File: config.mk
export PLATFORM = sky130hd
export DESIGN_NAME = led_fade_ramp_profile
export DESIGN_NICKNAME = d
export VERILOG_FILES = /design/src/sv/lfrp_pkg.sv /design/src/sv/lfrp_div.sv /design/src/sv/lfrp_ctrl.sv /design/src/sv/lfrp_dp.sv /design/src/sv/led_fade_ramp_profile.sv
export SDC_FILE = /design/constraint.sdc
export NUM_CORES = 2
export LEC_CHECK = 0
export BUFFER_PORTS_ARGS = -buffer_cell sky130_fd_sc_hd__buf_4
export CAP_MARGIN = 20
export CORE_MARGIN = 4
export CORE_UTILIZATION = 35
export CTS_BUF_LIST = sky130_fd_sc_hd__clkbuf_16
export DETAILED_ROUTE_END_ITERATION = 12
export PLACE_DENSITY_LB_ADDON = 0.12
export SETUP_SLACK_MARGIN = 0.5
export SLEW_MARGIN = 20
export SYNTH_ARGS = -nofsm -noshare
export SYNTH_HDL_FRONTEND = slang
export SYNTH_SLANG_ARGS = --single-unit
File: constraint.sdc
create_clock -name aclk -period 9.4 [get_ports aclk]
set_input_delay 1.88 -clock aclk [delete_from_list [all_inputs] [get_ports aclk]]
set_output_delay 1.88 -clock aclk [all_outputs]
set_load 0.01 [all_outputs]
File: src/sv/lfrp_pkg.sv
// shared types, constants and helper functions for the led fade ramp block
`default_nettype none

package lfrp_pkg;

    // operation codes carried in the input beat
    localparam logic [2:0] OP_TICK        = 3'd0;
    localparam logic [2:0] OP_TURN_ON     = 3'd1;
    localparam logic [2:0] OP_TURN_OFF    = 3'd2;
    localparam logic [2:0] OP_SET_LEVEL   = 3'd3;
    localparam logic [2:0] OP_CHANGE_TIME = 3'd4;

    // configuration register indexes
    localparam logic [0:0] REG_UPDATE_INTERVAL  = 1'b0;
    localparam logic [0:0] REG_ORIENTATION_DOWN = 1'b1;

    localparam int TIME_W     = 32;
    localparam int LVL_W      = 12;
    localparam int DIFF_W     = 13;
    localparam int PROD_W     = 45;
    localparam int QUO_W      = 44;
    localparam int SUM_W      = 46;
    localparam int MAX_WRITES = 64;
    localparam int CNT_W      = 6;

    localparam logic [15:0] UPDATE_INTERVAL_RESET = 16'd20;
    localparam logic [9:0]  LEVEL_MAX  = 10'd1023;
    localparam logic [11:0] LEVEL_TOP  = 12'd1023;
    localparam logic [9:0]  SAT_KNEE   = 10'd426;
    localparam logic [12:0] SAT_LIMIT  = 13'd5115;
    localparam logic [16:0] SAT_ROUND  = 17'd1022;
    localparam logic [7:0]  SAT_BASE   = 8'd170;
    localparam logic [18:0] BRI_LIMIT  = 19'd5115;
    localparam logic [17:0] BRI_MULT   = 18'd51;
    localparam logic [7:0]  BRI_FULL   = 8'd255;

    // commands from the controller to the datapath
    typedef struct packed {
        logic setup;
        logic prep;
        logic mul;
        logic div_start;
        logic finish;
        logic emit;
    } lfrp_cmd_t;

    // status from the datapath to the controller
    typedef struct packed {
        logic tick_due;
        logic div_done;
        logic emit_ok;
        logic emit_last;
    } lfrp_status_t;

    // floor(x / 1023) for x below 2^18: x >> 10 is at most one short,
    // the leftover stays under twice 1023 so one correction is enough
    function automatic logic [7:0] div1023(input logic [17:0] x);
        logic [7:0]  q0;
        logic [10:0] r;
        q0 = x[17:10];
        r  = 11'(x[9:0]) + 11'(q0);
        return (r >= 11'd1023) ? (q0 + 8'd1) : q0;
    endfunction

endpackage

`default_nettype wire

File: src/sv/lfrp_div.sv
// restoring unsigned divider, one quotient bit per cycle
`default_nettype none

module lfrp_div import lfrp_pkg::*; #(
    parameter int DW = 44,
    parameter int VW = 32
) (
    input  wire logic          aclk,
    input  wire logic          aresetn,
    input  wire logic          start,
    input  wire logic [DW-1:0] dividend,
    input  wire logic [VW-1:0] divisor,
    output logic               done,
    output logic [DW-1:0]      quotient
);

    localparam int CW = $clog2(DW + 1);

    logic [DW-1:0] dq_reg, dq_next;
    logic [VW-1:0] rem_reg, rem_next;
    logic [VW-1:0] dvs_reg;
    logic [CW-1:0] cnt_reg;
    logic          busy_reg;
    logic          done_reg;
    logic [VW:0]   shifted;
    logic          ge;

    always_comb begin
        shifted  = {rem_reg, dq_reg[DW-1]};
        ge       = shifted >= {1'b0, dvs_reg};
        rem_next = ge ? VW'(shifted - {1'b0, dvs_reg}) : shifted[VW-1:0];
        dq_next  = {dq_reg[DW-2:0], ge};
    end

    always_ff @(posedge aclk) begin
        if (!aresetn) begin
            busy_reg <= 1'b0;
            done_reg <= 1'b0;
            cnt_reg  <= '0;
        end else begin
            done_reg <= 1'b0;
            if (start) begin
                busy_reg <= 1'b1;
                cnt_reg  <= CW'(DW);
            end else if (busy_reg) begin
                cnt_reg <= cnt_reg - 1'b1;
                if (cnt_reg == CW'(1)) begin
                    busy_reg <= 1'b0;
                    done_reg <= 1'b1;
                end
            end
        end
    end

    always_ff @(posedge aclk) begin
        if (start) begin
            dq_reg  <= dividend;
            rem_reg <= '0;
            dvs_reg <= divisor;
        end else if (busy_reg) begin
            dq_reg  <= dq_next;
            rem_reg <= rem_next;
        end
    end

    assign done     = done_reg;
    assign quotient = dq_reg;

endmodule

`default_nettype wire

File: src/sv/lfrp_ctrl.sv
// controller state machine sequencing set-up, interpolation and led writes
`default_nettype none

module lfrp_ctrl import lfrp_pkg::*; (
    input  wire logic         aclk,
    input  wire logic         aresetn,
    input  wire logic         s_tvalid,
    output logic              s_tready,
    input  wire lfrp_status_t status,
    output lfrp_cmd_t         cmd
);

    typedef enum logic [6:0] {
        ST_IDLE      = 7'b0000001,
        ST_PREP      = 7'b0000010,
        ST_MUL       = 7'b0000100,
        ST_DIV_START = 7'b0001000,
        ST_DIV_WAIT  = 7'b0010000,
        ST_FINISH    = 7'b0100000,
        ST_EMIT      = 7'b1000000
    } lfrp_state_t;

    lfrp_state_t state_reg, state_next;
    logic        accept;

    assign s_tready = (state_reg == ST_IDLE);
    assign accept   = s_tvalid && s_tready;

    always_comb begin
        state_next    = state_reg;
        cmd           = '0;
        cmd.setup     = accept;
        unique case (state_reg)
            ST_IDLE: begin
                if (accept && status.tick_due) state_next = ST_PREP;
            end
            ST_PREP: begin
                cmd.prep   = 1'b1;
                state_next = ST_MUL;
            end
            ST_MUL: begin
                cmd.mul    = 1'b1;
                state_next = ST_DIV_START;
            end
            ST_DIV_START: begin
                cmd.div_start = 1'b1;
                state_next    = ST_DIV_WAIT;
            end
            ST_DIV_WAIT: begin
                if (status.div_done) state_next = ST_FINISH;
            end
            ST_FINISH: begin
                cmd.finish = 1'b1;
                state_next = ST_EMIT;
            end
            ST_EMIT: begin
                cmd.emit = status.emit_ok;
                if (status.emit_ok && status.emit_last) state_next = ST_IDLE;
            end
            default: state_next = ST_IDLE;
        endcase
    end

    always_ff @(posedge aclk) begin
        if (!aresetn) begin
            state_reg <= ST_IDLE;
        end else begin
            state_reg <= state_next;
        end
    end

endmodule

`default_nettype wire

File: src/sv/lfrp_dp.sv
// datapath: ramp state, interpolation, profile math and output stage
`default_nettype none

module lfrp_dp import lfrp_pkg::*; #(
    parameter int SIDES         = 4,
    parameter int LEDS_PER_SIDE = 16
) (
    input  wire logic        aclk,
    input  wire logic        aresetn,
    input  wire logic        cfg_wr_en,
    input  wire logic [0:0]  cfg_index,
    input  wire logic [15:0] cfg_wdata,
    input  wire logic [2:0]  s_operation,
    input  wire logic [31:0] s_now_ms,
    input  wire logic [15:0] s_duration,
    input  wire logic [9:0]  s_target_level,
    input  wire lfrp_cmd_t   cmd,
    output lfrp_status_t     status,
    output logic             m_tvalid,
    input  wire logic        m_tready,
    output logic             m_tlast,
    output logic [39:0]      m_tdata
);

    localparam int TOTAL_RAW = SIDES * LEDS_PER_SIDE;
    localparam int TOTAL     = (TOTAL_RAW > MAX_WRITES) ? MAX_WRITES : TOTAL_RAW;
    localparam int PW        = (LEDS_PER_SIDE > 1) ? $clog2(LEDS_PER_SIDE + 1) : 1;
    localparam int SW        = (SIDES > 1) ? $clog2(SIDES) : 1;

    // configuration and ramp state
    logic [15:0]              upd_int_reg;
    logic                     orient_reg;
    logic signed [LVL_W-1:0]  level_reg;
    logic signed [LVL_W-1:0]  start_lvl_reg;
    logic signed [LVL_W-1:0]  end_lvl_reg;
    logic [TIME_W-1:0]        start_time_reg;
    logic [TIME_W-1:0]        end_time_reg;
    logic [TIME_W-1:0]        last_upd_reg;

    // per tick working registers
    logic [TIME_W-1:0]        now_reg;
    logic signed [TIME_W-1:0] num_reg;
    logic signed [TIME_W-1:0] den_reg;
    logic signed [DIFF_W-1:0] diff_reg;
    logic signed [PROD_W-1:0] prod_reg;
    logic                     neg_reg;
    logic                     den_zero_reg;

    // write sequencing
    logic [PW-1:0]    pos_reg;
    logic [SW-1:0]    side_reg;
    logic [CNT_W-1:0] cnt_reg;
    logic [18:0]      p_reg;

    // output stage
    logic        m_valid_reg;
    logic        m_last_reg;
    logic [39:0] m_data_reg;

    // set-up arithmetic
    logic [TIME_W-1:0]       dur_ext;
    logic [TIME_W-1:0]       ramp_end_new;
    logic [TIME_W-1:0]       end_moved;
    logic signed [LVL_W-1:0] level_inc;
    logic signed [LVL_W-1:0] level_dec;

    // interpolation
    logic [TIME_W-1:0]        t_clamped;
    logic [QUO_W-1:0]         prod_mag;
    logic [TIME_W-1:0]        den_mag;
    logic                     div_done;
    logic [QUO_W-1:0]         quotient;
    logic signed [SUM_W-1:0]  q_signed;
    logic signed [SUM_W-1:0]  lvl_sum;
    logic [9:0]               lvl_clamped;

    // profile
    logic [9:0]  level_cur;
    logic [12:0] step;
    logic [18:0] p_cur;
    logic [7:0]  bri;
    logic [12:0] sat_a;
    logic [16:0] sat_x;
    logic [7:0]  sat;
    logic        anim;
    logic        up;
    logic [PW-1:0] posn;
    logic [9:0]  idx_full;
    logic        last_beat;

    assign dur_ext      = {{16{s_duration[15]}}, s_duration};
    assign ramp_end_new = s_now_ms + dur_ext;
    assign end_moved    = end_time_reg + dur_ext;
    assign level_inc    = level_reg + 12'sd1;
    assign level_dec    = level_reg - 12'sd1;

    assign status.tick_due  = (s_operation == OP_TICK) &&
                              ((s_now_ms - last_upd_reg) > {16'd0, upd_int_reg});
    assign status.div_done  = div_done;
    assign status.emit_ok   = !m_valid_reg || m_tready;
    assign status.emit_last = last_beat;

    // time clamp to the ramp window, unsigned compares
    always_comb begin
        if (now_reg < start_time_reg) begin
            t_clamped = start_time_reg;
        end else if (now_reg > end_time_reg) begin
            t_clamped = end_time_reg;
        end else begin
            t_clamped = now_reg;
        end
    end

    // product magnitude stays below 2^43
    assign prod_mag = prod_reg[PROD_W-1] ? QUO_W'(-prod_reg) : QUO_W'(prod_reg);
    assign den_mag  = den_reg[TIME_W-1] ? TIME_W'(-den_reg) : TIME_W'(den_reg);

    lfrp_div #(
        .DW (QUO_W),
        .VW (TIME_W)
    ) u_div (
        .aclk     (aclk),
        .aresetn  (aresetn),
        .start    (cmd.div_start),
        .dividend (prod_mag),
        .divisor  (den_mag),
        .done     (div_done),
        .quotient (quotient)
    );

    // signed quotient plus start level, truncated toward zero, then clamp; a zero span gives the end level
    always_comb begin
        q_signed = $signed({2'b00, quotient});
        if (neg_reg) q_signed = -q_signed;
        if (den_zero_reg) begin
            lvl_sum = SUM_W'(end_lvl_reg);
        end else begin
            lvl_sum = q_signed + SUM_W'(start_lvl_reg);
        end
        if (lvl_sum < 0) begin
            lvl_clamped = '0;
        end else if (lvl_sum > $signed(SUM_W'(LEVEL_MAX))) begin
            lvl_clamped = LEVEL_MAX;
        end else begin
            lvl_clamped = lvl_sum[9:0];
        end
    end

    // per led profile from the frame level
    always_comb begin
        level_cur = level_reg[9:0];
        step      = 13'({level_cur, 3'b000}) - 13'(level_cur);
        p_cur     = p_reg + 19'(step);
        if (p_cur >= BRI_LIMIT) begin
            bri = BRI_FULL;
        end else begin
            bri = div1023(18'(p_cur[12:0]) * BRI_MULT);
        end
        sat_a = (level_cur > SAT_KNEE) ? SAT_LIMIT : 13'(level_cur) * 13'd12;
        sat_x = {sat_a, 4'b0000} + SAT_ROUND;
        sat   = SAT_BASE - div1023(18'(sat_x));
        anim  = (level_reg != end_lvl_reg);
        up    = side_reg[0] ^ orient_reg;
        posn  = up ? pos_reg : (PW'(LEDS_PER_SIDE - 1) - pos_reg);
        idx_full  = 10'(side_reg) * 10'(LEDS_PER_SIDE) + 10'(posn);
        last_beat = (cnt_reg == CNT_W'(TOTAL - 1));
    end

    // configuration and ramp state
    always_ff @(posedge aclk) begin
        if (!aresetn) begin
            upd_int_reg    <= UPDATE_INTERVAL_RESET;
            orient_reg     <= 1'b0;
            level_reg      <= '0;
            start_lvl_reg  <= '0;
            end_lvl_reg    <= '0;
            start_time_reg <= '0;
            end_time_reg   <= '0;
            last_upd_reg   <= '0;
        end else begin
            if (cfg_wr_en) begin
                unique case (cfg_index)
                    REG_UPDATE_INTERVAL:  upd_int_reg <= cfg_wdata;
                    REG_ORIENTATION_DOWN: orient_reg  <= cfg_wdata[0];
                    default: ;
                endcase
            end
            if (cmd.setup) begin
                unique case (s_operation)
                    OP_TURN_ON: begin
                        start_lvl_reg  <= level_inc;
                        end_lvl_reg    <= $signed(LEVEL_TOP);
                        level_reg      <= level_inc;
                        start_time_reg <= s_now_ms;
                        end_time_reg   <= ramp_end_new;
                    end
                    OP_TURN_OFF: begin
                        start_lvl_reg  <= level_dec;
                        end_lvl_reg    <= '0;
                        level_reg      <= level_dec;
                        start_time_reg <= s_now_ms;
                        end_time_reg   <= ramp_end_new;
                    end
                    OP_SET_LEVEL: begin
                        start_lvl_reg  <= level_reg;
                        end_lvl_reg    <= $signed({2'b00, s_target_level});
                        start_time_reg <= s_now_ms;
                        end_time_reg   <= ramp_end_new;
                    end
                    OP_CHANGE_TIME: begin
                        if (end_moved > s_now_ms) end_time_reg <= end_moved;
                    end
                    default: ;
                endcase
            end
            if (cmd.finish) begin
                level_reg    <= $signed({2'b00, lvl_clamped});
                last_upd_reg <= now_reg;
            end
        end
    end

    // working registers of one tick
    always_ff @(posedge aclk) begin
        if (cmd.setup) now_reg <= s_now_ms;
        if (cmd.prep) begin
            num_reg      <= $signed(t_clamped - start_time_reg);
            den_reg      <= $signed(end_time_reg - start_time_reg);
            diff_reg     <= DIFF_W'(end_lvl_reg) - DIFF_W'(start_lvl_reg);
        end
        if (cmd.mul) begin
            prod_reg     <= num_reg * diff_reg;
            den_zero_reg <= (den_reg == '0);
        end
        if (cmd.div_start) neg_reg <= prod_reg[PROD_W-1] ^ den_reg[TIME_W-1];
    end

    // write counters, pos outer and side inner
    always_ff @(posedge aclk) begin
        if (!aresetn) begin
            cnt_reg  <= '0;
            side_reg <= '0;
            pos_reg  <= '0;
            p_reg    <= '0;
        end else if (cmd.finish) begin
            cnt_reg  <= '0;
            side_reg <= '0;
            pos_reg  <= '0;
            p_reg    <= '0;
        end else if (cmd.emit) begin
            cnt_reg <= cnt_reg + 1'b1;
            if (side_reg == SW'(SIDES - 1)) begin
                side_reg <= '0;
                pos_reg  <= pos_reg + 1'b1;
                p_reg    <= p_cur;
            end else begin
                side_reg <= side_reg + 1'b1;
            end
        end
    end

    // output register
    always_ff @(posedge aclk) begin
        if (!aresetn) begin
            m_valid_reg <= 1'b0;
        end else if (cmd.emit) begin
            m_valid_reg <= 1'b1;
        end else if (m_tready) begin
            m_valid_reg <= 1'b0;
        end
    end

    always_ff @(posedge aclk) begin
        if (cmd.emit) begin
            m_data_reg <= {7'd0, anim, level_cur, bri, sat, idx_full[5:0]};
            m_last_reg <= last_beat;
        end
    end

    assign m_tvalid = m_valid_reg;
    assign m_tlast  = m_last_reg;
    assign m_tdata  = m_data_reg;

endmodule

`default_nettype wire

File: src/sv/led_fade_ramp_profile.sv
// top level of the led fade ramp with per-position hsv profile
//
// input stream: one beat per operation. s_tuser carries the operation
// (tick, turn on, turn off, set level, change time), s_tdata the time,
// duration and target level. set-up beats and ticks that are not yet due
// are taken without leaving the idle state and produce nothing.
// a due tick runs the ramp interpolation: clamp and subtract, a 32x13
// signed multiply, divider load, a restoring divider that retires one
// quotient bit per cycle and flags done, then level update. then the
// first led write is loaded into the output register and one write per
// cycle follows unless the output stalls, min(SIDES*LEDS_PER_SIDE, 64)
// writes in all; the last carries m_tlast.
// s_tready is low while a tick is being worked on and high otherwise.
// m_tvalid/m_tready stalls just hold the writer; the frame resumes as
// soon as the receiver takes the waiting beat. the next input beat can be
// taken while the final write of a frame still waits at the output.
// reset (aresetn low, synchronous) clears the ramp state and times,
// sets update_interval to 20 ms and orientation to normal.
`default_nettype none

module led_fade_ramp_profile import lfrp_pkg::*; #(
    parameter int SIDES         = 4,
    parameter int LEDS_PER_SIDE = 16
) (
    input  wire logic        aclk,
    input  wire logic        aresetn,

    // configuration: index 0 update_interval, index 1 orientation_down
    input  wire logic        cfg_wr_en,
    input  wire logic [0:0]  cfg_index,
    input  wire logic [15:0] cfg_wdata,

    // input beats
    input  wire logic        s_tvalid,
    output logic             s_tready,
    input  wire logic [63:0] s_tdata,   // now_ms[31:0], duration[47:32], target_level[57:48]
    input  wire logic [2:0]  s_tuser,   // operation[2:0]

    // led writes
    output logic             m_tvalid,
    input  wire logic        m_tready,
    output logic [39:0]      m_tdata,   // led_index[5:0], saturation[13:6], brightness[21:14],
                                        // current_level[31:22], animating[32]
    output logic             m_tlast    // last_write
);

    localparam int TOTAL_RAW = SIDES * LEDS_PER_SIDE;
    localparam int TOTAL     = (TOTAL_RAW > MAX_WRITES) ? MAX_WRITES : TOTAL_RAW;

    lfrp_cmd_t    cmd;
    lfrp_status_t status;

    // sequencing of one beat: accept, interpolate, write out
    lfrp_ctrl u_ctrl (
        .aclk     (aclk),
        .aresetn  (aresetn),
        .s_tvalid (s_tvalid),
        .s_tready (s_tready),
        .status   (status),
        .cmd      (cmd)
    );

    // ramp state, arithmetic and output register
    lfrp_dp #(
        .SIDES         (SIDES),
        .LEDS_PER_SIDE (LEDS_PER_SIDE)
    ) u_dp (
        .aclk           (aclk),
        .aresetn        (aresetn),
        .cfg_wr_en      (cfg_wr_en),
        .cfg_index      (cfg_index),
        .cfg_wdata      (cfg_wdata),
        .s_operation    (s_tuser),
        .s_now_ms       (s_tdata[31:0]),
        .s_duration     (s_tdata[47:32]),
        .s_target_level (s_tdata[57:48]),
        .cmd            (cmd),
        .status         (status),
        .m_tvalid       (m_tvalid),
        .m_tready       (m_tready),
        .m_tlast        (m_tlast),
        .m_tdata        (m_tdata)
    );

    // a due tick closes the input until its frame is written
    assert property (@(posedge aclk) disable iff (!aresetn)
        (s_tvalid && s_tready && status.tick_due) |=> !s_tready)
        else $error("input still open after a due tick");

    // a write is only loaded when the output register can take it
    assert property (@(posedge aclk) disable iff (!aresetn)
        cmd.emit |-> (!m_tvalid || m_tready))
        else $error("led write overran the output register");

    // every written position lies on the strip
    assert property (@(posedge aclk) disable iff (!aresetn)
        m_tvalid |-> (int'(m_tdata[5:0]) < TOTAL))
        else $error("led index beyond strip length");

endmodule

`default_nettype wire

==> impl_metrics.ini <==
[yosys]
synth_cell_types = 99
synth-main-ff-cell = edfxtp_1
synth.avg_cell_area_um2 = 8.723
ys_top_cells_by_area = fa_1 (15%), edfxtp_1 (15%), ha_1 (13%)
synth_top_area_share_pct = 14.85
synth_edf_count = 266
yosys_warnings = 0
yosys.area.top_type = fa_1
ys_ff_latch = 493
syn_inst = 6183
async_reset_ff_share_pct = 0
ys_seq_area_share_pct = 23.24
netlist_area_um2 = 53940

[global_routing]
grt.total_usage_pct = 18.80
grt_max_degree = 84
grt_antenna_before_repair = 7
grt_pass1_wl_mm = 244.2
grt_pass1_vias = 43240
grt_remaining_overflow = 0

[critical_path]
start_kind = register
worstPathRequired_ns = 9.83
cp_num_cells = 39
cpLargestDelayFamily = adder cells
crit_fanout = 8
critPathMaxStageDelay_ns = 0.54
path_class = reg -> reg
critPathSlowestCell = fa_1
worst-path-buf-inv = 5
reg2reg_slack_ns = 0.97
r2r_cells = 39
cp-end-kind = register
cp.arrival_ns = 8.85

[timing]
hold_violations = 0
grt_setup_unrepaired = false
skew_ns = 0.06754
layout_min_cycle_time_ns = 8.425
fin_crit_sh_pct = 89.63
fmax_mhz = 118.7
relSlewSlack_pct = 32.94
setup_violations = 0
worst_pin_slew_ns = 1.006
maxSlewViolCount = 0
fin_tns_setup_ns = 0

[floorplan]
die_h_um = 400.6
fp.dieArea_um2 = 160400
core_um2 = 152600
io_pins = 132
die_w_um = 400.6
floorplan.rows = 143
start_util_pct = 35.34

[finish]
largest_reg_flops = 45
final_layout_size_suffix_gt1_share_pct = 6.422
postLayoutCoreUtil_pct = 38.91
multi_input_area_um2 = 38310
register_area_um2 = 12530
nets = 7269
syn2layout_area_growth_pct = 10.11
fillers = 15630

[clocking]
htree_levels = 2
root_buffer = clkbuf_16
cts_max_path_buffers = 3
clock_sinks = 493
insertion_delay_ns = 0.70
cts_made_buffers = 60
cts_tree = yes
clk_pin_slew_ns = 0.07
cts-hold-fix-buffers = 0

[pwr]
ir_worst_vdd_mv = 1.072
cellPowerDensity_nw_per_um2 = 348.0
swShare_pct = 47.38
total_leakage_power_nw = 25.78
combPwrFrac_pct = 74.2
p_switching_mw = 9.792
p_total_mw = 20.67
clkPwrFrac_pct = 11.9
pwr-share-seq_pct = 13.9
intPower_mw = 10.87

[detailed_routing]
first_iter_violations = 2562
route.detailed.drc = 0
first_pass_iters = 7
via_per_inst = 5.207
ant_nets = 0
wirelength_mm = 153.9
routed-via-count = 43170
wl_per_cell_um = 18.56

[placement]
portBuffers = 118
place_hpwl_mm = 123.6
gp_congestion = 0.8640

[hold_path]
min_delay_path_depth = 2
hold_path_class = reg -> reg

[job]
maxCapViolCount = 0

[run_status]
status = finished, final reports clean
[cells by family (layout without fill, tap and decap cells)]
kind of cell	after synthesis	count (layout)	synth area share, %
AO/OA/AOI/OAI	1457	1457	17.11
other	1	9	0.006953
buffers and inverters	890	961	6.282
AND/OR/NAND/NOR	1821	1821	15.99
XOR/XNOR	473	473	7.795
flip-flops	493	493	23.24
adder cells (fa/ha/maj)	972	972	28.12
multiplexers	76	76	1.466
[area by class of cell]
cell class / count / area share, %
Multi-Input combinational cell: 4806 / 64.50
Tap cell: 2030 / 4.277
Inverter: 655 / 4.146
Clock inverter: 52 / 0.9122
Antenna cell: 2 / 0.008427
Timing Repair Buffer: 192 / 2.440
Sequential cell: 493 / 21.11
Clock buffer: 62 / 2.612
[metrics by stage]
step | instance area, um2 | cells | worst slack (ns) | hold slack, ns
floorplan | 53960 | 6189 | 0.6238 | 0.4264
global placement | 57000 | 8169 | 0.2876 | 0.4449
detailed placement | 57000 | 8169 | 0.3254 | 0.4473
CTS | 59140 | 8283 | 0.5195 | 0.4561
global route | 59380 | 8290 | 0.4529 | 0.4672
finish | 59390 | 8292 | 0.9749 | 0.4545
[power by group through the flow]
| stage | clock, mW | combinational, mW | sequential [mW] |
|---|---|---|---|
| 2_1_floorplan | 0 | 10.6 | 2.85 |
| 3_3_place_gp | 0 | 13.5 | 2.91 |
| 3_5_place_dp | 0 | 13.6 | 2.91 |
| 4_1_cts | 2.55 | 14.1 | 2.87 |
| 5_1_grt | 2.63 | 17.3 | 2.89 |
| 6_report | 2.47 | 15.3 | 2.87 |
[final timing paths]
| check | from | endpoint |
|---|---|---|
| max reg2reg | u_dp.level_reg[0] | u_dp.m_tdata[19] |
| min reg2reg | u_dp.upd_int_reg[7] | u_dp.upd_int_reg[7] |
| max | u_dp.level_reg[0] | u_dp.m_tdata[19] |
| min | u_dp.upd_int_reg[7] | u_dp.upd_int_reg[7] |
[cells in the mapped netlist, types with 48 or more instances]
cell,count
a211oi_1,79
a21o_1,191
a21oi_1,434
and2_1,160
clkbuf_1,210
dfxtp_1,227
edfxtp_1,266
fa_1,400
ha_1,572
inv_1,653
mux2i_1,70
nand2_1,781
nand2b_1,100
nand3_1,58
nand4_1,62
nor2_1,302
nor2b_1,62
nor3_1,90
o21a_1,69
o21ai_0,336
o31ai_1,48
or3_1,50
xnor2_1,292
xor2_1,176
[cells in the final DEF, fill, tap and decap left out, types with 29 or more instances in the layout]
master,instances
clkbuf_16,62
xor2_1,175
ha_1,567
a21oi_1,429
nand3_1,58
nand2_1,779
mux2i_1,70
o21bai_1,29
a31oi_1,45
nor2_1,302
o21a_1,68
fa_1,400
or3_1,49
a211oi_1,78
o31ai_1,48
nand2b_1,99
edfxtp_1,266
a21o_1,191
nor2b_1,60
nand4_1,62
and3_1,40
and2_1,159
dfxtp_1,225
xnor2_1,285
buf_4,191
nor3_1,87
o21ai_0,334
inv_1,655
[per-layer routing]
layer | wire (um) | part of all wire [%] | global-route usage (%)
met2 | 70440 | 46 | 30.94
met1 | 73970 | 48 | 26.42
met4 | 3659 | 2.4 | 4.303
met5 | 13 | 0.0084 | 0
met3 | 5846 | 3.8 | 2.232
[timing repair]
item / 4_1_cts / 5_1_grt
pin swaps: 0 / 11
endpoints found under the setup margin: 8 / 8
buffers inserted: 0 / 6
resized for setup: 8 / 34
[tightest hold or removal path: cells and delay by family, from the launching register on]
kind | cells | cell delay [ns]
flip-flops | 1 | 0.31
AND/OR/NAND/NOR | 1 | 0.05
AO/OA/AOI/OAI | 1 | 0.05
(Power assumes the default switching activity.)
